File: config.mk
export PLATFORM = sky130hd
export DESIGN_NAME = psd_div_stage
export DESIGN_NICKNAME = d
export VERILOG_FILES = /design/src/hdl/point_segment_distance_3d_assert.svh /design/src/hdl/psd_pkg.sv /design/src/hdl/psd_div_stage.sv
export SDC_FILE = /design/constraint.sdc
export NUM_CORES = 1
export LEC_CHECK = 0
export ABC_AREA = 1
export ABC_CLOCK_PERIOD_IN_PS = 4510
export BUFFER_PORTS_ARGS = -buffer_cell sky130_fd_sc_hd__buf_2
export CAP_MARGIN = 20
export CORE_AREA = 2 2 322 324
export DETAILED_ROUTE_END_ITERATION = 16
export DIE_AREA = 0 0 324 326
export PLACE_DENSITY = 0.46
export SKIP_CTS_REPAIR_TIMING = 1
export SLEW_MARGIN = 20
export SYNTH_ARGS = -nofsm -noshare
export SYNTH_HDL_FRONTEND = slang
export SYNTH_SLANG_ARGS = --single-unit
File: constraint.sdc
create_clock -name clk -period 4.51 [get_ports clk]
set_input_delay 0.902 -clock clk [delete_from_list [all_inputs] [get_ports clk]]
set_output_delay 0.902 -clock clk [all_outputs]
set_load 0.01 [all_outputs]
File: src/hdl/point_segment_distance_3d_assert.svh
// Assertion macros for the block that checks itself
`ifndef POINT_SEGMENT_DISTANCE_3D_ASSERT_SVH
`define POINT_SEGMENT_DISTANCE_3D_ASSERT_SVH

// Same-cycle implication, checked outside reset
`define PSD_ASSERT_NOW(lbl, ante, cons, msg) \
  lbl: assert property (@(posedge clk) disable iff (!rst_n) (ante) |-> (cons)) \
    else $error(msg);

// Next-cycle implication, checked outside reset
`define PSD_ASSERT_NEXT(lbl, ante, cons, msg) \
  lbl: assert property (@(posedge clk) disable iff (!rst_n) (ante) |=> (cons)) \
    else $error(msg);

`endif

File: src/hdl/psd_pkg.sv
`default_nettype none
package psd_pkg;

  localparam int CoordW = 24;
  localparam int DiffW  = 25;
  localparam int ProdW  = 50;
  localparam int SumW   = 50;
  localparam int DotW   = 51;
  localparam int QiW    = 52;
  localparam int NqW    = 52;
  localparam int QtW    = 24;
  localparam int FourW  = 52;
  localparam int RootW  = 26;
  localparam int SremW  = 28;
  localparam int DistW  = 25;

  localparam int DivSteps  = 52;
  localparam int TSteps    = 24;
  localparam int SqrtSteps = 26;

  localparam logic signed [CoordW-1:0] ProjMax = 24'sh7FFFFF;
  localparam logic signed [CoordW-1:0] ProjMin = 24'sh800000;
  localparam logic signed [CoordW-1:0] ProjOne = 24'sh010000;

  localparam logic [1:0] REG_BEFORE = 2'd0;
  localparam logic [1:0] REG_INSIDE = 2'd1;
  localparam logic [1:0] REG_BEYOND = 2'd2;
  localparam logic [1:0] REG_ZERO   = 2'd3;

  typedef struct packed {
    logic signed [CoordW-1:0] start_x;
    logic signed [CoordW-1:0] start_y;
    logic signed [CoordW-1:0] start_z;
    logic signed [CoordW-1:0] end_x;
    logic signed [CoordW-1:0] end_y;
    logic signed [CoordW-1:0] end_z;
    logic signed [CoordW-1:0] point_x;
    logic signed [CoordW-1:0] point_y;
    logic signed [CoordW-1:0] point_z;
  } in_t;

  typedef struct packed {
    logic [DistW-1:0]         distance;
    logic signed [CoordW-1:0] proj_param;
    logic [1:0]               region;
  } out_t;

  // Division pipeline record: interior quotient and t quotient side by side
  typedef struct packed {
    logic [SumW-1:0]  len;
    logic [SumW-1:0]  rq;
    logic [NqW-1:0]   nq;
    logic [QiW-1:0]   qi;
    logic [SumW-1:0]  rt;
    logic [QtW-1:0]   nt;
    logic [QtW-1:0]   qt;
    logic             neg;
    logic             sat;
    logic [1:0]       region;
    logic [FourW-1:0] four_a;
    logic [FourW-1:0] four_b;
  } div_rec_t;

  // Square root pipeline record
  typedef struct packed {
    logic [FourW-1:0]         x;
    logic [RootW-1:0]         root;
    logic [SremW-1:0]         srem;
    logic signed [CoordW-1:0] t;
    logic [1:0]               region;
  } sq_rec_t;

endpackage
`default_nettype wire

File: src/hdl/psd_div_stage.sv
`default_nettype none
module psd_div_stage #(
  parameter bit T_STEP = 1'b1
) (
  input  wire                clk,
  input  wire                rst_n,
  input  wire                en,
  input  wire                in_valid,
  input  psd_pkg::div_rec_t  in_rec,
  output logic               out_valid,
  output psd_pkg::div_rec_t  out_rec
);

  psd_pkg::div_rec_t rec_nxt;

  // one restoring step for the squared-dot quotient, one for t when enabled
  always_comb begin
    logic [psd_pkg::SumW:0] rx, tx;
    logic                   gi, gt;
    rec_nxt = in_rec;
    rx = {in_rec.rq, in_rec.nq[psd_pkg::NqW-1]};
    gi = rx >= {1'b0, in_rec.len};
    rec_nxt.rq = gi ? psd_pkg::SumW'(rx - {1'b0, in_rec.len}) : rx[psd_pkg::SumW-1:0];
    rec_nxt.nq = {in_rec.nq[psd_pkg::NqW-2:0], 1'b0};
    rec_nxt.qi = {in_rec.qi[psd_pkg::QiW-2:0], gi};
    tx = {in_rec.rt, in_rec.nt[psd_pkg::QtW-1]};
    gt = tx >= {1'b0, in_rec.len};
    if (T_STEP) begin
      rec_nxt.rt = gt ? psd_pkg::SumW'(tx - {1'b0, in_rec.len}) : tx[psd_pkg::SumW-1:0];
      rec_nxt.nt = {in_rec.nt[psd_pkg::QtW-2:0], 1'b0};
      rec_nxt.qt = {in_rec.qt[psd_pkg::QtW-2:0], gt};
    end
  end

  always_ff @(posedge clk) begin
    if (!rst_n) begin
      out_valid <= 1'b0;
    end else if (en) begin
      out_valid <= in_valid;
    end
  end

  always_ff @(posedge clk) begin
    if (en) begin
      out_rec <= rec_nxt;
    end
  end

endmodule
`default_nettype wire

; ---- Word-level counts from Yosys, hierarchy flattened
; Index checks and enable logic that the tools add are counted.
[totals]
ff_bits = 409
input_bits = 414
out_inout_bits = 411
elab_cells = 19
[classes]
n_addsub = 2
magnitude_cmp = 2
n_mux = 2
[op_table]
columns = op, n
row1 = $ge A51 B50 Y1, 2
row2 = $mux W50, 2
row3 = $sub A50 B50 Y50, 2

; ---- Depth between registers and ports, before layout
; Gate-level depths: netlist of run 1.
[depth]
depth_word = 2
depth_mapped = 16
depth_no_buf = 16

; ---- Least setup slack after synthesis of run 1
; OpenSTA, ideal clock, no wires.
[synth_path]
kind = in2reg
startpoint = input in_rec[362] (netlist bit)
endpoint = register out_rec[336] (netlist bit) (data pin)
setup_time_ns = 0.253
arrival_ns = 2.505
t_required_ns = 4.257
slack_ns = 1.752
stages = 13
n_path_buf = 2
cell_sequence = inv_1 > ha_1 > nand2_1 > nand2_1 > or2_2 > nand3_1 > nand3b_2 > nand2_2 > nand3_4 > buf_6 > buf_8 > nand2_1 > nand2_1
[synth_lines]
columns = item, line_no
row1 = start: declaration, psd_div_stage.sv:9  ; input psd_pkg::div_rec_t in_rec,
row2 = end signal: assignment, psd_div_stage.sv:45  ; out_rec <= rec_nxt;
row3 = end: declaration, psd_div_stage.sv:11  ; output psd_pkg::div_rec_t out_rec

==> results.json, run 1 <==
{
  "outcome": "finished clean",
  "maxCapViolCount": 0,
  "ys_seq_elements": 409,
  "switching_power_mw": 3.64,
  "worst-r2r-setup-slack_ps": 3890,
  "synth-edff-count": 408,
  "gr-usage-all-layers_pct": 21.7,
  "cp.arrival_ps": 3340,
  "power.leakage_nw": 15.2,
  "share_seq_of_total_power_pct": 40.7,
  "postRouteWirelength_mm": 119,
  "clock_latency_ps": 640,
  "ant_nets": 0,
  "drtIter0Drc": 1244,
  "hpwlAfterDp_mm": 101,
  "netlist_area_um2": 22900,
  "synthAdderAreaFrac_pct": 5.63,
  "chipHeight_um": 326,
  "cts_root_buffer": "clkbuf_16",
  "rsz0062_at_grt": "false",
  "p_sw_share_pct": 31.3,
  "start_kind": "input port",
  "irDropWorstVdd_mv": 0.273,
  "ys_warn_count": 0,
  "ys_async_sr_fraction_pct": 0,
  "synthesis.instances": 2629,
  "fin_nets": 4011,
  "cts_tree": "built",
  "synth_compound_area_share_pct": 3.20,
  "synth-seq-area-share_pct": 53.5,
  "grt_pass1_wl_mm": 158,
  "syn2layout_area_growth_pct": 33.3,
  "whs_ps": 422,
  "yosys.area.top_type": "edfxtp_1",
  "cts_made_buffers": 51,
  "ys_top_cells_by_area": "edfxtp_1 (53%), nand2_1 (15%), inv_1 (8.7%)",
  "fmax_ghz": 0.348,
  "dr.pass1.iters": 7,
  "grt_pass1_vias": 20700,
  "clkTransAtPathRegs_ps": 60,
  "port_buffers": 820,
  "wl_per_cell_um": 24.1,
  "drc_errors": 0,
  "cp.required_ps": 4970,
  "power_density_nw_per_um2": 380,
  "num_rows": 118,
  "syn_area_per_cell_um2": 8.72,
  "synth-simple-area-share_pct": 25.6,
  "core_area_um2": 103000,
  "worstSetupPathType": "in -> reg",
  "antenna_found_initial": 48,
  "critPathCaptureType": "flop",
  "tightest_slew_ps": 993,
  "die_w_um": 324,
  "cp_slowest_cell": "ha_1",
  "place.gp.congestion": 0.917,
  "cts_buffer_depth": 3,
  "clkSinkCount": 409,
  "combPwrFrac_pct": 22.1,
  "hold_viol": 0,
  "critPathMaxFanout": 68,
  "synthXorXnorAreaFrac_pct": 2.18,
  "relSlewSlack_pct": 33.8,
  "vias_per_cell": 4.21,
  "clkPwrFrac_pct": 37.1,
  "synth_top_area_share_pct": 53.4,
  "start_util_pct": 22.4,
  "muxShareOfSynthArea_pct": 0,
  "htree_levels": 2,
  "yosysUniqueCellTypes": 43,
  "io_pins": 825,
  "die-area_um2": 106000,
  "drive_above_1_share_pct": 28.2,
  "tns_ps": 0,
  "final_max_slew_viol_count": 0,
  "clock_skew_ps": 0,
  "hold_path.class": "in -> reg",
  "path_cells": "buf_2, inv_1, ha_1, nand2_1, nor2_1, inv_1, nor2_1, nand2_1, nor2_1, nand2_2, nand3_4, buf_12, nand3_2, nand2_1",
  "fin_crit_sh_pct": 63.7,
  "synth_top_family_by_area": "simple AND/OR/NAND/NOR gates",
  "slowest_delay_ps": 430,
  "period_needed_ps": 2870,
  "internal-power_mw": 7.99,
  "overflow": 0,
  "num_vias": 20700,
  "grt_max_degree": 107,
  "finalSetupViolCount": 0,
  "synth-main-ff-cell": "edfxtp_1"
}
==> path summary, 6_finish.rpt <==
| path | startpoint | end | depth (start not counted) |
|---|---|---|---|
| setup / recovery | in_rec[400] | out_rec[357]$_DFFE_PP_ | 14 |
| hold / removal | in_rec[247] | out_rec[248]$_DFFE_PP_ | 1 |
| setup reg to reg | out_valid$_SDFFE_PN0P_ | out_valid$_SDFFE_PN0P_ | 2 |
| hold reg to reg | out_valid$_SDFFE_PN0P_ | out_valid$_SDFFE_PN0P_ | 2 |
==> state kept, by name (all words and copies together) (netlist names) <==
register / cells
out_valid: 1
out_rec: 408
==> placed cells by master (no fill, tap or decap), types with 8 or more instances in the layout <==
master	synthesis	layout
buf_2	7	819
inv_1	529	529
clkbuf_16	0	52
o21bai_1	11	11
xor2_1	57	57
nor2_1	171	171
nand4_1	66	66
diode_2	0	10
buf_12	3	8
a21oi_1	57	57
buf_4	2	14
nor2_2	13	13
nor3_1	14	14
inv_2	14	14
nand3_2	25	25
edfxtp_1	408	408
clkinv_1	1	11
o21ai_0	56	56
nor2_4	9	9
nand3_1	85	85
ha_1	100	100
clkbuf_1	12	10
nand3b_1	31	31
nand2_1	910	910
==> per-layer routing <==
layer | up-vias | track usage, % | part of all wire [%]
met2 | 624 | 42.3 | 54
met5 | - | 0 | 0.26
met1 | 9725 | 21.4 | 34
met3 | 200 | 5.35 | 6.5
li1 | 10100 | - | -
met4 | 46 | 9.16 | 4.5
==> per-stage QoR <==
step | util [%] | cells | worst slack [ps] | cell area, um2 | total power [mW]
floorplan | - | 2630 | 1750 | 22900 | 6.07
global placement | 28.1 | 4822 | 990 | 28800 | 7.43
detailed placement | 28.1 | 4822 | 985 | 28800 | 7.43
CTS | 29.8 | 4916 | 1670 | 30500 | 11.9
global route | 29.8 | 4923 | 1500 | 30600 | 12.2
finish | 29.8 | 4926 | 1640 | 30600 | 11.6
==> critical path: cells and delay by family <==
kind | cells | cell delay (ps)
and+or+nand+nor | 9 | 1400
buffers and inverters | 4 | 560
adders and majority gates | 1 | 430
==> cell type report <==
type	instances	area, um2
multi-input combinational	1647	8400
antenna	10	25.0
sequential	409	12300
inverter	544	2040
clock inverter	32	380
fill	11200	72000
tap	1380	1730
timing repair buffer	842	4380
clock buffer	62	1340
==> cells in the mapped netlist (all sizes together), types with 5 or more instances <==
library cell / count
inv: 543
and2: 5
nand3b: 33
xor2: 57
a21oi: 59
nor2: 193
nand4: 68
o21bai: 11
clkbuf: 12
ha: 100
edfxtp: 408
nand2: 917
nand3: 112
buf: 18
o21ai: 62
nor3: 15
==> cells by family after synthesis <==
| family | Yosys count |
|---|---|
| simple gates | 1351 |
| buf+inv | 574 |
| flops | 409 |
| compound gates | 135 |
| fa+ha+maj | 102 |
| xor+xnor | 57 |
| other cells | 1 |
==> power by group through the flow <==
stage                     Combinational, mW  Sequential, mW  Clock, mW
after floorplan                        1.06            5.01          0
after global placement                 2.62            4.81          0
after detailed placement               2.62            4.81          0
after CTS                              2.63            4.74       4.48
after global routing                   2.82            4.77       4.58
final                                  2.57            4.74       4.32
(Power assumes the default switching activity.)
==> run 2: changes to the inputs <==
--- a/config.mk
+++ b/config.mk
@@ -6,13 +6,13 @@
 export NUM_CORES = 1
 export LEC_CHECK = 0
 export ABC_AREA = 1
-export ABC_CLOCK_PERIOD_IN_PS = 4510
+export ABC_CLOCK_PERIOD_IN_PS = 2490
 export BUFFER_PORTS_ARGS = -buffer_cell sky130_fd_sc_hd__buf_2
 export CAP_MARGIN = 20
 export CORE_AREA = 2 2 322 324
 export DETAILED_ROUTE_END_ITERATION = 16
 export DIE_AREA = 0 0 324 326
-export PLACE_DENSITY = 0.46
+export PLACE_DENSITY = 0.48
 export SKIP_CTS_REPAIR_TIMING = 1
 export SLEW_MARGIN = 20
 export SYNTH_ARGS = -nofsm -noshare
==> constraint.sdc (replaced) <==
create_clock -name clk -period 2.49 [get_ports clk]
set_input_delay 0.498 -clock clk [delete_from_list [all_inputs] [get_ports clk]]
set_output_delay 0.498 -clock clk [all_outputs]
set_load 0.01 [all_outputs]
==> results.json, run 2 (same netlist as run 1, synthesis figures left out) <==
{
  "dr.pass1.iters": 5,
  "worstSetupPathType": "in -> reg",
  "clkTransAtPathRegs_ps": 60,
  "combPwrFrac_pct": 25.1,
  "registers.top_by_ff_count": "out_rec",
  "start_kind": "input port",
  "maxCapViolCount": 0,
  "port_buffers": 820,
  "finalSetupViolCount": 0,
  "overflow": 0,
  "cts_buffer_depth": 3,
  "slowest_delay_ps": 320,
  "cts_tree": "built",
  "gr-usage-all-layers_pct": 22.9,
  "p_sw_share_pct": 30.9,
  "syn2layout_area_growth_pct": 51.4,
  "holdPathEnd": "out_rec[213]$_DFFE_PP_",
  "dp.cells": 5262,
  "cts_root_buffer": "clkbuf_16",
  "largest_reg_flops": 408,
  "fin_crit_sh_pct": 89.6,
  "fin_nets": 4516,
  "critPathCaptureType": "flop",
  "r2r_cells": 2,
  "fin_cells": 5435,
  "drive_above_1_share_pct": 35.7,
  "critPathMaxFanout": 3,
  "place.gp.congestion": 0.895,
  "power.leakage_nw": 17.7,
  "worst-r2r-setup-slack_ps": 1860,
  "grt_max_degree": 67,
  "cp.required_ps": 2880,
  "cts_made_buffers": 51,
  "clkPwrFrac_pct": 36.5,
  "postRouteWirelength_mm": 125,
  "vias_per_cell": 4.17,
  "tns_ps": 0,
  "clock_skew_ps": 0,
  "reg_top3": "out_rec x408, out_valid x1",
  "start_util_pct": 22.4,
  "hold_path_depth": 1,
  "power_density_nw_per_um2": 646,
  "io_pins": 825,
  "finish.utilization_pct": 33.8,
  "final_max_slew_viol_count": 0,
  "hold_viol": 0,
  "cp_slowest_cell": "ha_1",
  "share_seq_of_total_power_pct": 38.4,
  "final_common_cell": "nand2_1",
  "outcome": "finished clean",
  "irDropWorstVdd_mv": 0.471,
  "clock_latency_ps": 650,
  "antenna_found_initial": 41,
  "whs_ps": 14.7,
  "crit_buf_inv": 3,
  "wl_per_cell_um": 23.1,
  "ant_nets": 0,
  "cp.arrival_ps": 2620,
  "crit_top_cell": "nand2_1",
  "clkSinkCount": 409,
  "htree_levels": 2,
  "path_cells": "buf_2, inv_1, ha_1, buf_4, nand2_1, nand2_1, a21oi_1, nand2_1, nand3b_1, nand2_1, nand3b_1, nand3_2, nand2_1",
  "grt_pass1_wl_mm": 166,
  "hpwlAfterDp_mm": 107,
  "reg2reg_to": "out_valid$_SDFFE_PN0P_",
  "rsz0062_at_grt": "false",
  "grt_pass1_vias": 22500,
  "layout_common_cells": "nand2_1 (910), buf_2 (819), inv_1 (529)",
  "worstHoldStart": "in_rec[212]",
  "period_needed_ps": 2230,
  "die-area_um2": 106000,
  "switching_power_mw": 6.93,
  "chipHeight_um": 326,
  "hold_path.class": "in -> reg",
  "r2r_start": "out_valid$_SDFFE_PN0P_",
  "die_w_um": 324,
  "internal-power_mw": 15.5,
  "cp_top_family": "simple AND/OR/NAND/NOR gates",
  "fmax_ghz": 0.448,
  "core_area_um2": 103000,
  "drtIter0Drc": 1214,
  "num_vias": 22700,
  "num_rows": 118,
  "drc_errors": 0
}
run 2: power by group through the flow:
stage          logic, mW  clock network (mW)  registers (mW)
3_3_place_gp        5.60                   0            8.76
3_5_place_dp        5.60                   0            8.76
6_report            5.63                8.19            8.63
2_1_floorplan       1.92                   0            9.08
4_1_cts             5.63                8.41            8.63
5_1_grt             6.12                8.65            8.69
run 2: metal layers:
layer  vias up  routed length (um)  track usage (%)
met5         -                 212                0
met4        32                6270             11.1
met3       208                7340             5.40
met2       655               66800             43.6
met1     10600               44900             22.9
li1      11100                   -                -
run 2: area by class of cell:
cell class | count | area (um2)
multi-input combinational | 1647 | 8400
clock inverter | 38 | 502
antenna | 13 | 32.5
inverter | 544 | 2040
clock buffer | 57 | 1300
sequential | 409 | 12300
tap | 1380 | 1730
timing repair buffer | 1347 | 8460
fill | 10900 | 67900
run 2: metrics by stage:
stage                     worst slack [ps]  power (mW)  area (um2)
final                                  259        22.4       34700
after global routing                  96.6        23.5       34700
after CTS                              288        22.7       34100
after detailed placement              -378        14.4       32200
after global placement                -398        14.4       32200
after floorplan                        136        11.0       22900
run 2: worst max path at each step:
stage / start / end / cells past startpoint
after floorplan: in_rec[362] / out_rec[336]$_DFFE_PP_ / 13
after global placement: in_rec[392] / out_rec[158]$_DFFE_PP_ / 13
after detailed placement: in_rec[392] / out_rec[195]$_DFFE_PP_ / 15
after CTS: in_rec[155] / out_rec[188]$_DFFE_PP_ / 16
after global routing: in_rec[388] / out_rec[356]$_DFFE_PP_ / 16
final: in_rec[381] / out_rec[348]$_DFFE_PP_ / 13
==> run 3: changes to the inputs <==
--- a/config.mk
+++ b/config.mk
@@ -13,6 +13,7 @@
 export DETAILED_ROUTE_END_ITERATION = 16
 export DIE_AREA = 0 0 324 326
 export PLACE_DENSITY = 0.48
+export RECOVER_POWER = 25
 export SKIP_CTS_REPAIR_TIMING = 1
 export SLEW_MARGIN = 20
 export SYNTH_ARGS = -nofsm -noshare
==> results.json, run 3 (same netlist as run 1, synthesis figures left out) <==
{
  "outcome": "finished clean",
  "ant_nets": 0,
  "grt_pass1_wl_mm": 166,
  "clock_latency_ps": 640,
  "postRouteWirelength_mm": 125,
  "die_w_um": 324,
  "cts_buffer_depth": 3,
  "finish.utilization_pct": 33.7,
  "drive_above_1_share_pct": 34.0,
  "rsz0062_at_grt": "false",
  "fmax_ghz": 0.434,
  "wl_per_cell_um": 23.1,
  "fillers": 11000,
  "final_max_slew_viol_count": 0,
  "critPathMaxFanout": 4,
  "dr.pass1.iters": 5,
  "largest_reg_flops": 408,
  "cts_root_buffer": "clkbuf_16",
  "clock_skew_ps": 0,
  "grt_max_degree": 67,
  "finalInstanceArea_um2": 34600,
  "seq_area_um2": 12300,
  "cp.required_ps": 2880,
  "start_util_pct": 22.4,
  "syn2layout_area_growth_pct": 50.9,
  "drtIter0Drc": 1249,
  "io_pins": 825,
  "chipHeight_um": 326,
  "hpwlAfterDp_mm": 107,
  "die-area_um2": 106000,
  "core_area_um2": 103000,
  "num_rows": 118,
  "start_kind": "input port",
  "tightest_slew_ps": 1430,
  "drc_errors": 0,
  "grt_pass1_vias": 22500,
  "final_common_cell": "nand2_1",
  "cts_tree": "built",
  "critPathCaptureType": "flop",
  "maxCapViolCount": 0,
  "num_vias": 22700,
  "registers.top_by_ff_count": "out_rec",
  "power_density_nw_per_um2": 647,
  "port_buffers": 820,
  "cp.arrival_ps": 2690,
  "reg_top3": "out_rec x408, out_valid x1",
  "multi_input_area_um2": 8400,
  "irDropWorstVdd_mv": 0.472,
  "antenna_found_initial": 39,
  "clkSinkCount": 409,
  "power.leakage_nw": 17.5,
  "fin_crit_sh_pct": 92.5,
  "layout_common_cells": "nand2_1 (910), buf_2 (750), inv_1 (529)",
  "clkTransAtPathRegs_ps": 60,
  "gr-usage-all-layers_pct": 22.9,
  "period_needed_ps": 2300,
  "htree_levels": 2,
  "worstSetupPathType": "in -> reg",
  "finalSetupViolCount": 0,
  "overflow": 0,
  "place_area_um2": 32200,
  "cts_made_buffers": 51,
  "hold_path.class": "in -> reg",
  "place.gp.congestion": 0.895,
  "relSlewSlack_pct": 4.80,
  "whs_ps": 15.5,
  "fin_nets": 4516,
  "hold_viol": 0,
  "vias_per_cell": 4.17
}
## run 3: cell count changes in the layout (fill, tap and decap cells not counted)
cell      before  now
buf_2        819  750
buf_4        444  443
buf_8          1    0
clkbuf_1       6   76
clkbuf_2       0    1
diode_2       13    7
## run 3: final cells by class
cell class / instances / area share (%)
tap: 1380 / 4.99
clock buffer: 57 / 3.75
multi-input combinational: 1647 / 24.3
timing repair buffer: 1347 / 24.1
sequential: 409 / 35.4
inverter: 544 / 5.90
antenna: 7 / 0.0506
clock inverter: 38 / 1.45
## run 3: worst max-delay path: stages
cell and delay [ps]:
clkbuf_1 160, inv_1 130, ha_1 450, nand2_1 220
nor2_4 190, nand2_1 130, nor2_1 210, nand3_1 180
nand2_1 90, nor2_1 40, buf_4 140, nand2_1 60
nand2_1 60, nand3_2 80, nand2_1 50
## run 3: stage by stage
stage	total power [mW]	worst slack (ps)	TNS, ps	instances
5_1_grt	23.4	53.3	0	5424
4_1_cts	22.7	288	0	5357
3_5_place_dp	14.4	-378	-32280	5262
2_1_floorplan	11.0	136	0	2630
3_3_place_gp	14.4	-398	-30940	5262
6_report	22.4	188	0	5429
## run 3: routing by layer
layer  track usage (%)  part of all wire (%)  vias to the layer above
met1              22.9                    36                    10600
met2              43.6                    53                      668
met3              5.40                   5.7                      212
met4              11.1                   5.0                       36
li1                  -                     -                    11100
met5                 0                  0.19                        -
## run 3: where the power goes
part / switching (mW) / internal [mW]
sequential: 0.238 / 8.39
combinational: 3.34 / 2.27
clock: 3.34 / 4.83
total: 6.92 / 15.5
## run 3: worst paths after layout
check                          from                endpoint  slack (ps)  cells after the start
max reg2reg  out_valid$_SDFFE_PN0P_  out_valid$_SDFFE_PN0P_        1860                      2
min reg2reg  out_valid$_SDFFE_PN0P_  out_valid$_SDFFE_PN0P_         550                      2
min                     in_rec[212]  out_rec[213]$_DFFE_PP_          20                      1
max                     in_rec[392]  out_rec[195]$_DFFE_PP_         190                     15
