<file path="src/hdl/point_segment_distance_3d_assert.svh">
// Assertion macros for the block that checks itself
`ifndef POINT_SEGMENT_DISTANCE_3D_ASSERT_SVH
`define POINT_SEGMENT_DISTANCE_3D_ASSERT_SVH

// Same-cycle implication, checked outside reset
`define PSD_ASSERT_NOW(lbl, ante, cons, msg) \
  lbl: assert property (@(posedge clk) disable iff (!rst_n) (ante) |-> (cons)) \
    else $error(msg);

// Next-cycle implication, checked outside reset
`define PSD_ASSERT_NEXT(lbl, ante, cons, msg) \
  lbl: assert property (@(posedge clk) disable iff (!rst_n) (ante) |=> (cons)) \
    else $error(msg);

`endif

</file>
<file path="src/hdl/psd_pkg.sv">
`default_nettype none
package psd_pkg;

  localparam int CoordW = 24;
  localparam int DiffW  = 25;
  localparam int ProdW  = 50;
  localparam int SumW   = 50;
  localparam int DotW   = 51;
  localparam int QiW    = 52;
  localparam int NqW    = 52;
  localparam int QtW    = 24;
  localparam int FourW  = 52;
  localparam int RootW  = 26;
  localparam int SremW  = 28;
  localparam int DistW  = 25;

  localparam int DivSteps  = 52;
  localparam int TSteps    = 24;
  localparam int SqrtSteps = 26;

  localparam logic signed [CoordW-1:0] ProjMax = 24'sh7FFFFF;
  localparam logic signed [CoordW-1:0] ProjMin = 24'sh800000;
  localparam logic signed [CoordW-1:0] ProjOne = 24'sh010000;

  localparam logic [1:0] REG_BEFORE = 2'd0;
  localparam logic [1:0] REG_INSIDE = 2'd1;
  localparam logic [1:0] REG_BEYOND = 2'd2;
  localparam logic [1:0] REG_ZERO   = 2'd3;

  typedef struct packed {
    logic signed [CoordW-1:0] start_x;
    logic signed [CoordW-1:0] start_y;
    logic signed [CoordW-1:0] start_z;
    logic signed [CoordW-1:0] end_x;
    logic signed [CoordW-1:0] end_y;
    logic signed [CoordW-1:0] end_z;
    logic signed [CoordW-1:0] point_x;
    logic signed [CoordW-1:0] point_y;
    logic signed [CoordW-1:0] point_z;
  } in_t;

  typedef struct packed {
    logic [DistW-1:0]         distance;
    logic signed [CoordW-1:0] proj_param;
    logic [1:0]               region;
  } out_t;

  // Division pipeline record: interior quotient and t quotient side by side
  typedef struct packed {
    logic [SumW-1:0]  len;
    logic [SumW-1:0]  rq;
    logic [NqW-1:0]   nq;
    logic [QiW-1:0]   qi;
    logic [SumW-1:0]  rt;
    logic [QtW-1:0]   nt;
    logic [QtW-1:0]   qt;
    logic             neg;
    logic             sat;
    logic [1:0]       region;
    logic [FourW-1:0] four_a;
    logic [FourW-1:0] four_b;
  } div_rec_t;

  // Square root pipeline record
  typedef struct packed {
    logic [FourW-1:0]         x;
    logic [RootW-1:0]         root;
    logic [SremW-1:0]         srem;
    logic signed [CoordW-1:0] t;
    logic [1:0]               region;
  } sq_rec_t;

endpackage
`default_nettype wire

</file>
<file path="src/hdl/psd_sqrt_stage.sv">
`default_nettype none
module psd_sqrt_stage (
  input  wire               clk,
  input  wire               rst_n,
  input  wire               en,
  input  wire               in_valid,
  input  psd_pkg::sq_rec_t  in_rec,
  output logic              out_valid,
  output psd_pkg::sq_rec_t  out_rec
);

  psd_pkg::sq_rec_t rec_nxt;

  // take two radicand bits, try 4*root+1 against the remainder
  always_comb begin
    logic [psd_pkg::SremW+1:0] rx;
    logic [psd_pkg::SremW+1:0] trial;
    logic                      ge;
    rec_nxt = in_rec;
    rx    = {in_rec.srem, in_rec.x[psd_pkg::FourW-1 -: 2]};
    trial = {2'b00, in_rec.root, 2'b01};
    ge    = rx >= trial;
    rec_nxt.srem = ge ? psd_pkg::SremW'(rx - trial) : rx[psd_pkg::SremW-1:0];
    rec_nxt.root = {in_rec.root[psd_pkg::RootW-2:0], ge};
    rec_nxt.x    = {in_rec.x[psd_pkg::FourW-3:0], 2'b00};
  end

  always_ff @(posedge clk) begin
    if (!rst_n) begin
      out_valid <= 1'b0;
    end else if (en) begin
      out_valid <= in_valid;
    end
  end

  always_ff @(posedge clk) begin
    if (en) begin
      out_rec <= rec_nxt;
    end
  end

endmodule
`default_nettype wire

</file>
<file path="config.mk">
export PLATFORM = sky130hd
export DESIGN_NAME = psd_sqrt_stage
export DESIGN_NICKNAME = d
export VERILOG_FILES = /design/src/hdl/point_segment_distance_3d_assert.svh /design/src/hdl/psd_pkg.sv /design/src/hdl/psd_sqrt_stage.sv
export SDC_FILE = /design/constraint.sdc
export NUM_CORES = 1
export LEC_CHECK = 0
export ABC_AREA = 1
export BUFFER_PORTS_ARGS = -buffer_cell sky130_fd_sc_hd__buf_2
export CAP_MARGIN = 15
export CORE_MARGIN = 2
export CORE_UTILIZATION = 51
export CTS_BUF_LIST = sky130_fd_sc_hd__clkbuf_8
export DETAILED_ROUTE_END_ITERATION = 10
export MAX_ROUTING_LAYER = met4
export PLACE_DENSITY = 0.83
export SYNTH_ARGS = -nofsm -noshare
export SYNTH_HDL_FRONTEND = slang
export SYNTH_SLANG_ARGS = --single-unit
</file>
<file path="constraint.sdc">
create_clock -name clk -period 2.16 [get_ports clk]
set_input_delay 0.324 -clock clk [delete_from_list [all_inputs] [get_ports clk]]
set_output_delay 0.324 -clock clk [all_outputs]
set_load 0.005 [all_outputs]
</file>
After elaboration in Yosys (flattened, before gate mapping). Index checks and enable logic that the tools add are counted.

RAM bits: 0. Memories kept: 0. Output and inout port bits: 133. Flip-flop bits (word level): 131. Input bits: 136. Bits in read-only memories: 0. Latch bits: 0.

Div/mod/pow operators: 0. $mul: 0. Muxes and demuxes: 1. Add/sub/neg operators: 1. Bitwise gates (word level): 0. Equality and inequality tests: 0. Shift operators: 0. Order comparisons: 1. Reduce and logical (&&, ||, !) cells: 0.

Operators by type and width (number): $ge 30x28->1 (1); $mux 28 (1); $sub 28x28->28 (1).

Logic depth before layout (Yosys ltp). Gate-level depths: netlist of run 1.

Word-level depth: 2. Mapped depth: 15. Depth with buffers taken out: 14.

Worst setup path before layout of run 1. OpenSTA, ideal clock, no wires.

Path type: input to register. From: in in_rec[69] (netlist bit). To: reg out_rec[37] (netlist bit) (data pin). Stages on the path: 13. Required time: 1907 ps. Arrival time: 1647 ps. Setup time: 253 ps. Buffers on the path: 1. Path slack: 259 ps. Cells stage by stage: inv_1 ha_1 nand2_2 inv_1 nand2_1 nand2_1 nand2_1 nand2_1 a21oi_4 nand3_4 buf_6 nand2_1 o21ai_2.

RTL lines: start, declared (RTL line psd_sqrt_stage.sv:7) `input psd_pkg::sq_rec_t in_rec,`; end signal, assigned (RTL line psd_sqrt_stage.sv:38) `out_rec <= rec_nxt;`; end, declared (RTL line psd_sqrt_stage.sv:9) `output psd_pkg::sq_rec_t out_rec`.

==> summary.txt, run 1 <==
Run status
  • Status: completed

GRT
  • GR Util All Layers: 28.0%
  • Largest net degree at the start of global routing: 40
  • Vias in the first global route: 5,667
  • Final global-route overflow total: 0
  • First-pass GRT wire length: 29,000 µm
  • Initial antenna violation count: 3

Drt
  • Drt pass-1 iters: 5
  • Initial drt markers: 367
  • WL/cell: 16.0 µm
  • Via/cell ratio: 4.86
  • Routed Antenna Nets: 0
  • Via Count: 5,818
  • Final WL: 19,100 µm
  • DRC: 0

STA
  • Final min period: 1.73 ns
  • Fin crit share: 80.1%
  • Final worst slack: 0.430 ns
  • RSZ-0062 raised after global routing: no
  • Final setup violation count: 0
  • Final Hold Viols: 0
  • Final Max Slew Viols: 0
  • Maximum clock rate: 0.578 GHz
  • Layout Skew: 0 ns
  • Hold slack: 0.0431 ns

Worst setup path
  • Worst Setup End Kind: register
  • Crit. Startpoint: in_rec[64]
  • Startpoint Class: primary input
  • Critical Path Stages: 13
  • Peak fanout along the critical path: 11
  • Crit path DAT: 1.93 ns
  • Crit path cell chain: buf_2 -> inv_1 -> ha_1 -> nand2_1 -> nor2_1 -> nand2_1 -> clkinv_1 -> nand2_1 -> nand2_2 -> nand2_2 -> buf_4 -> nand4_1 -> nand2_1
  • CP required: 2.36 ns
  • Crit path buf inv count: 4
  • CP max-delay cell: ha_1
  • RR Startpoint: out_valid
  • R2R depth: 2
  • Slowest cell delay on critical path: 0.33 ns
  • Top Family by Delay on Critical Path: simple AND/OR/NAND/NOR gates
  • Most used cell, CP: nand2_1
  • Setup CP Type: primary input to register

Synth
  • Main area contributors after synthesis: edfxtp_1 (58%), nand2_1 (13%), inv_1 (7.8%)
  • Synth Flop Type: edfxtp_1
  • Share of the synthesized area in the top cell type: 57.9%
  • Most common cell in the synthesized netlist: nand2_1
  • Synthesis warning total: 0
  • Mean Syn Cell Area: 9.60 µm²
  • Mapped Cells: 702
  • Sequential-to-total area share from yosys stat: 58.2%
  • Asr flop ratio synth: 0%
  • Post-synth top area cell: edfxtp_1
  • FF+latch count, synth: 131
  • Synthesized cell area: 0.00674 mm²
  • Number of synthesized flops with an enable pin: 130
  • Synth top cells by count: nand2_1 (226), inv_1 (140), edfxtp_1 (130), ha_1 (28), nor2_1 (28)
  • Yosys cell types: 34

Clock tree
  • CTS root buffer: clkbuf_8
  • Post-CTS Setup Inserts: 0
  • CTS tree: done
  • CTS max path bufs: 2
  • H-tree depth: 4
  • CTS hold repair buffers: 0
  • Clock Sinks: 131
  • Worst-path clk slew: 0.08 ns
  • TritonCTS buffer count: 17
  • Clock latency at the later pin of the worst-skew pair: 0.44 ns
  • PostCTS Resize Cnt: 0

Place
  • Placed Cells: 1,162
  • Gpl congestion: 0.921
  • Pre-CTS worst setup slack: -0.0424 ns
  • Final HPWL DP: 15,200 µm
  • Port buffer count: 266

Hold path
  • Class of the worst hold path: primary input to register
  • WHS Path Cells: 1
  • Min-delay src: in_rec[120]

Power
  • Total power: 6.48 mW
  • P per Cell Area: 725 mW/mm²
  • Max VDD drop: 0.365 mV
  • Leakage: 4.62 nW

Floorplanning
  • Die Area: 0.0141 mm²
  • Io pins: 269
  • Die Span Y: 119 µm
  • Row cnt: 41
  • Core area: 0.0128 mm²
  • Initial Utilization: 52.7%
  • Die Span X: 119 µm

Layout
  • Final core occ: 69.9%
  • Finished Layout Cells: 1,197
  • Layout cells sized above 1: 36.5%
  • Area delta synth->final: 32.6%
  • Nets: 1,173

Run
  • Max_cap viols: 0
==> per-layer routing <==
| metal | share of wire [%] | global-route usage (%) | vias to the layer above |
|---|---|---|---|
| met5 | 0 | - | - |
| met4 | 2.5 | 9.90 | 0 |
| met3 | 7.5 | 6.37 | 43 |
| met2 | 50 | 48.0 | 249 |
| met1 | 40 | 32.3 | 2654 |
| li1 | - | - | 2872 |
==> worst paths after layout <==
kind	slack [ns]	end
setup / recovery	0.43	out_rec[47]
hold / removal	0.04	out_rec[122]
setup reg to reg	1.44	out_valid
hold reg to reg	0.62	out_valid
==> logic make-up (layout without fill, tap and decap cells) <==
group | after synthesis | count (layout) | synth area share (%)
xor gates and xnor gates | 12 | 12 | 1.56
buffers and inverters | 161 | 480 | 9.53
adders and majority gates | 28 | 28 | 5.20
other | 1 | 5 | 0.0557
and+or+nand+nor | 332 | 332 | 21.8
DFF | 131 | 131 | 58.2
AOI/OAI and AO/OA | 37 | 37 | 3.60
==> through the flow <==
stage	area [µm²]	TNS, ns
4_1_cts	8930	0
2_1_floorplan	6740	0
3_3_place_gp	8540	-0.423
6_report	8930	0
5_1_grt	8930	0
3_5_place_dp	8540	-0.691
==> worst reg2reg max path, cell delays in order, from the launching register on <==
cell and delay (ns):
dfxtp_1 0.32, o21ai_0 0.21, a21oi_1 0.06
==> placed cells by master, fill, tap and decap left out, types with 17 or more instances in the layout <==
master / n
edfxtp_1: 130
ha_1: 28
clkbuf_8: 17
nand3_1: 27
buf_2: 265
buf_4: 23
nand2_1: 226
inv_1: 141
nor2_1: 28
nand4_1: 19
==> registers in the layout (all words and copies together) (netlist names) <==
name / cells
out_rec: 130
out_valid: 1
==> where the power goes <==
group          internal (mW)  switching [mW]  leakage, nW  total, mW
sequential              3.08          0.0618         1.28       3.14
combinational          0.556           0.736         3.16       1.29
clock                   1.03            1.02        0.182       2.05
==> area by class of cell <==
cell class                 count  area [µm²]
fill                        1001        3840
inverter                     152         571
timing repair buffer         296        1650
clock inverter                15         158
sequential                   131        3920
tap                          172         215
antenna                        3        7.51
multi-input combinational    411        2180
clock buffer                  17         234
Note: power is estimated with default switching activity, not from simulation.
==> inputs of run 2 (changes only) <==
--- a/config.mk
+++ b/config.mk
@@ -9,11 +9,11 @@
 export BUFFER_PORTS_ARGS = -buffer_cell sky130_fd_sc_hd__buf_2
 export CAP_MARGIN = 15
 export CORE_MARGIN = 2
-export CORE_UTILIZATION = 51
+export CORE_UTILIZATION = 46
 export CTS_BUF_LIST = sky130_fd_sc_hd__clkbuf_8
 export DETAILED_ROUTE_END_ITERATION = 10
 export MAX_ROUTING_LAYER = met4
-export PLACE_DENSITY = 0.83
+export PLACE_DENSITY = 0.79
 export SYNTH_ARGS = -nofsm -noshare
 export SYNTH_HDL_FRONTEND = slang
 export SYNTH_SLANG_ARGS = --single-unit
==> constraint.sdc (replaced) <==
create_clock -name clk -period 1.52 [get_ports clk]
set_input_delay 0.228 -clock clk [delete_from_list [all_inputs] [get_ports clk]]
set_output_delay 0.228 -clock clk [all_outputs]
set_load 0.005 [all_outputs]
==> run 2 against run 1 <==
Net effect:
- the flow now finishes with violations (negative setup slack)
- register-to-register slack got worse by 0.69 ns
- design area increased by 26%
- via count rose by 17%
- critical path type unchanged
==> summary.txt, run 2 (same netlist as run 1, synthesis figures left out) <==
Run status
  • Status: complete, but fails checks
  • Failing checks: negative setup slack

GRT
  • GR Util All Layers: 30.4%
  • First-pass GRT wire length: 35,200 µm
  • Initial antenna violation count: 2
  • Largest net degree at the start of global routing: 45
  • Vias in the first global route: 6,516
  • Final global-route overflow total: 0

Clock tree
  • CTS root buffer: clkbuf_8
  • Clock Sinks: 131
  • H-tree depth: 4
  • CTS tree: done
  • Worst-path clk slew: 0.08 ns
  • TritonCTS buffer count: 17
  • CTS max path bufs: 2
  • Clock latency at the later pin of the worst-skew pair: 0.45 ns

Drt
  • Initial drt markers: 666
  • Via Count: 6,826
  • WL/cell: 18.4 µm
  • Final WL: 25,200 µm
  • DRC: 0
  • Drt pass-1 iters: 5
  • Routed Antenna Nets: 0
  • Via/cell ratio: 4.99

Floorplanning
  • Die Span X: 125 µm
  • Core area: 0.0144 mm²
  • Initial Utilization: 46.7%
  • Row cnt: 44
  • Io pins: 269
  • Die Area: 0.0156 mm²
  • Die Span Y: 125 µm

Layout
  • Design area: 0.0112 mm²
  • Nets: 1,334
  • Max reg flops: 130
  • Largest Register: out_rec
  • Final core occ: 77.8%
  • Largest regs: out_rec (130), out_valid (1)
  • Most frequent cells in the layout: buf_2 (253), nand2_1 (162), edfxtp_1 (130), inv_1 (113), dlygate4sd3_1 (100)
  • Area delta synth->final: 66.6%
  • Commonest non-fill, non-tap cell in the layout: buf_2
  • Layout cells sized above 1: 48.1%

Hold path
  • Class of the worst hold path: primary input to register

Worst setup path
  • Startpoint Class: primary input
  • Worst Setup End Kind: register
  • Peak fanout along the critical path: 7
  • Crit path DAT: 1.77 ns
  • CP required: 1.73 ns
  • Setup CP Type: primary input to register

STA
  • Final min period: 1.57 ns
  • Setup TNS: -0.256 ns
  • RSZ-0062 raised after global routing: yes
  • Final Hold Viols: 0
  • Final worst slack: -0.0491 ns
  • Fin crit share: 103%
  • Maximum clock rate: 0.637 GHz
  • Final setup violation count: 21
  • Final Max Slew Viols: 0
  • Layout Skew: 0 ns

Power
  • Seq pwr share: 42.5%
  • Max VDD drop: 0.476 mV
  • Clock power frac: 32.0%
  • P per Cell Area: 940 mW/mm²
  • Net Sw Frac: 28.9%
  • Switch Pwr: 3.05 mW
  • Comb power frac: 25.6%
  • Leakage: 5.48 nW
  • Internal: 7.50 mW

Run
  • Max_cap viols: 0

Place
  • Placed cell area: 0.00933 mm²
  • Pre-CTS worst setup slack: -0.507 ns
  • Gpl congestion: 0.887
  • Final HPWL DP: 15,900 µm
  • Port buffer count: 266
run 2: cell types whose count changed in the layout (fill, tap and decap cells not counted), moves of 11 or more:
cell	delta
buf_2	-12
buf_4	+59
dlygate4sd3_1	+100
ha_1	-26
ha_4	+25
inv_1	-28
inv_2	+24
nand2_1	-64
nand2_2	+53
nand2_4	+11
run 2: per-stage QoR:
step,cells,hold WS (ns),power (mW)
after CTS,1354,0.0160,10.2
after global placement,1223,0.404,6.67
after detailed placement,1223,0.406,6.73
final,1369,0.0587,10.6
after global routing,1369,0.0350,11.0
after floorplan,703,0.321,5.60
run 2: critical path, cell delays in order:
cell     delay [ns]
buf_6          0.10
inv_2          0.07
ha_4           0.23
nand2_2        0.07
nand2_2        0.07
nand2_2        0.07
nand2_2        0.07
inv_2          0.05
nand2_2        0.06
inv_2          0.05
nand2_2        0.05
nand2_2        0.08
nand3_4        0.20
buf_12         0.22
nand2_1        0.08
o21ai_1        0.07
run 2: worst paths after layout:
check,start,to,slack [ns],cells past startpoint
worst max-delay path,in_rec[63],out_rec[43],-0.05,16
worst min register to register,out_valid,out_valid,0.68,2
worst max register to register,out_valid,out_valid,0.75,2
worst min-delay path,in_rec[69],out_rec[70],0.06,2
run 2: timing repair:
action | 4_1_cts | 5_1_grt
gates cloned | 0 | 4
pin swaps | 0 | 35
hold endpoints to repair | 99 | 1
hold buffers | 99 | 1
setup endpoints to repair | 14 | 28
gates resized for setup | 3 | 105
setup buffers | 0 | 8
run 2: final cells by class:
type	instances	area, µm²
clock inverter	15	204
antenna	2	5.00
clock buffer	17	234
multi-input combinational	411	2800
inverter	152	593
sequential	131	3920
tap	184	230
timing repair buffer	457	3240
fill	902	3200
run 2: power by group through the flow:
stage	clock network, mW	logic, mW	registers (mW)
after floorplan	0	1.01	4.59
after global placement	0	2.14	4.53
after detailed placement	0	2.19	4.54
after CTS	3.35	2.41	4.46
after global routing	3.56	2.90	4.51
final	3.37	2.70	4.48
run 2: per-layer routing:
metal	vias up	wire length (µm)	track usage (%)
met3	90	1880	6.33
met5	-	0	-
met2	376	12600	50.7
met4	0	1520	18.4
met1	3168	9270	33.4
li1	3192	-	-
==> inputs of run 3 (changes only) <==
--- a/config.mk
+++ b/config.mk
@@ -6,7 +6,7 @@
 export NUM_CORES = 1
 export LEC_CHECK = 0
 export ABC_AREA = 1
-export BUFFER_PORTS_ARGS = -buffer_cell sky130_fd_sc_hd__buf_2
+export BUFFER_PORTS_ARGS = -buffer_cell sky130_fd_sc_hd__clkbuf_2
 export CAP_MARGIN = 15
 export CORE_MARGIN = 2
 export CORE_UTILIZATION = 46
@@ -17,3 +17,4 @@
 export SYNTH_ARGS = -nofsm -noshare
 export SYNTH_HDL_FRONTEND = slang
 export SYNTH_SLANG_ARGS = --single-unit
+export TNS_END_PERCENT = 5
==> run 3 against run 2 <==
Net effect:
- the flow still finishes with violations (negative setup slack)
- sequential cell count did not move
- utilization shrank 2.7 points
- design area fell by 3.5%
- routed wire length is 11% lower
- critical path depth fell by 5
- via count fell by 4.6%
- critical endpoint is now out_rec[35]
==> summary.txt, run 3 (same netlist as run 1, synthesis figures left out) <==
Hold path
  • Worst Hold Path EP: out_valid
  • Class of the worst hold path: primary input to register
  • WHS Path Cells: 3
  • Min-delay src: in_valid

Worst setup path
  • Startpoint Class: primary input
  • Setup CP Type: primary input to register
  • CP max-delay cell: ha_4
  • Setup slack, reg-to-reg: 0.80 ns
  • Peak fanout along the critical path: 17
  • R2R depth: 2
  • Top Family by Delay on Critical Path: simple AND/OR/NAND/NOR gates
  • RR Startpoint: out_valid
  • Crit path DAT: 1.75 ns
  • Crit path cell chain: clkbuf_2 -> inv_1 -> ha_4 -> nand2_2 -> nor2_2 -> nand2_1 -> nor3_2 -> nand3_2 -> nand3_4 -> buf_12 -> o21ai_2
  • Worst Setup End Kind: register
  • Reg2reg end: out_valid
  • Slowest cell delay on critical path: 0.29 ns
  • CP required: 1.73 ns
  • Crit path buf inv count: 3

Drt
  • WL/cell: 16.4 µm
  • Drt pass-1 iters: 4
  • Initial drt markers: 407
  • Final WL: 22,500 µm
  • DRC: 0
  • Via Count: 6,509
  • Routed Antenna Nets: 0
  • Via/cell ratio: 4.76

GRT
  • Largest net degree at the start of global routing: 34
  • First-pass GRT wire length: 34,400 µm
  • Vias in the first global route: 6,512
  • Final global-route overflow total: 0
  • Initial antenna violation count: 2
  • GR Util All Layers: 29.5%

Floorplanning
  • Initial Utilization: 46.7%
  • Io pins: 269
  • Core area: 0.0144 mm²
  • Die Area: 0.0156 mm²
  • Die Span Y: 125 µm
  • Row cnt: 44
  • Die Span X: 125 µm

Layout
  • Nets: 1,332
  • Area delta synth->final: 60.7%
  • Max reg flops: 130
  • Finished Layout Cells: 1,367
  • Largest Register: out_rec
  • Commonest non-fill, non-tap cell in the layout: clkbuf_2
  • Sequential cell area: 0.00392 mm²
  • Largest regs: out_rec (130), out_valid (1)
  • Most frequent cells in the layout: clkbuf_2 (265), nand2_1 (203), inv_1 (131), edfxtp_1 (130), dlygate4sd3_1 (101)
  • FILL cells: 1,010
  • Layout cells sized above 1: 42.0%
  • Multi-input gate area: 0.00259 mm²

STA
  • Layout Skew: 0 ns
  • Maximum clock rate: 0.650 GHz
  • RSZ-0062 raised after global routing: yes
  • Final Hold Viols: 0
  • Fin crit share: 101%
  • Final worst slack: -0.0180 ns
  • Setup TNS: -0.0620 ns
  • Final Max Slew Viols: 0
  • Final min period: 1.54 ns
  • Final setup violation count: 7

Place
  • Gpl congestion: 0.937
  • Final HPWL DP: 15,900 µm
  • Placed Cells: 1,231
  • Port buffer count: 266

Run
  • Max_cap viols: 0

Power
  • P per Cell Area: 930 mW/mm²
  • Leakage: 5.41 nW
  • Max VDD drop: 0.531 mV

Clock tree
  • TritonCTS buffer count: 17
  • H-tree depth: 4
  • Clock latency at the later pin of the worst-skew pair: 0.45 ns
  • CTS root buffer: clkbuf_8
  • CTS max path bufs: 2
  • Worst-path clk slew: 0.08 ns
  • Clock Sinks: 131
  • CTS tree: done

Run status
  • Failing checks: negative setup slack
  • Status: complete, but fails checks
-- run 3: what timing repair did --
action                                  CTS  global route
resized for setup                         0            13
setup buffers                             0             1
endpoints found under the setup margin    0            28
hold buffers                            101             0
endpoints found under the hold margin   101             0
-- run 3: per-stage QoR --
| stage | hold slack, ns | setup slack (ns) | power (mW) | util (%) | cell area (µm²) |
|---|---|---|---|---|---|
| floorplan | 0.321 | -0.183 | 5.58 | - | 7140 |
| global placement | 0.405 | -0.468 | 6.68 | 64.9 | 9350 |
| detailed placement | 0.407 | -0.467 | 6.74 | 64.9 | 9350 |
| CTS | 0.0141 | 0.0151 | 10.0 | 74.8 | 10800 |
| global route | 0.0348 | -0.0740 | 10.5 | 75.1 | 10800 |
| finish | 0.0342 | -0.0180 | 10.1 | 75.1 | 10800 |
-- run 3: power breakdown --
part	leakage (nW)	internal [mW]	switching, mW
Clock	0.202	1.64	1.49
Combinational	3.93	1.22	1.23
Sequential	1.28	4.38	0.118
-- run 3: worst max-delay path by stage --
stage | depth (start not counted) | start | end | slack, ns
finish | 11 | in_rec[70] | out_rec[35] | -0.02
global route | 11 | in_rec[70] | out_rec[35] | -0.07
CTS | 11 | in_rec[70] | out_rec[36] | 0.02
detailed placement | 11 | in_rec[70] | out_rec[32] | -0.47
global placement | 11 | in_rec[70] | out_rec[32] | -0.47
floorplan | 10 | in_rec[66] | out_rec[27] | -0.18
-- run 3: final cells by class --
| cell class | instances | area share (%) |
|---|---|---|
| Tap cell | 184 | 2.13 |
| Multi-Input combinational cell | 411 | 23.9 |
| Clock inverter | 15 | 1.70 |
| Clock buffer | 17 | 2.16 |
| Sequential cell | 131 | 36.2 |
| Timing Repair Buffer | 455 | 28.5 |
| Inverter | 152 | 5.34 |
| Antenna cell | 2 | 0.0462 |
-- run 3: worst min-delay path, stage by stage --
cell      delay [ns]
clkbuf_2        0.09
inv_1           0.06
a21oi_1         0.06
-- run 3: per-layer routing --
| metal | track usage (%) | share of wire (%) | up-vias |
|---|---|---|---|
| li1 | - | - | 3187 |
| met1 | 32.8 | 38 | 2992 |
| met2 | 51.4 | 51 | 277 |
| met3 | 6.46 | 6.9 | 53 |
| met4 | 11.9 | 3.6 | 0 |
| met5 | - | 0 | - |
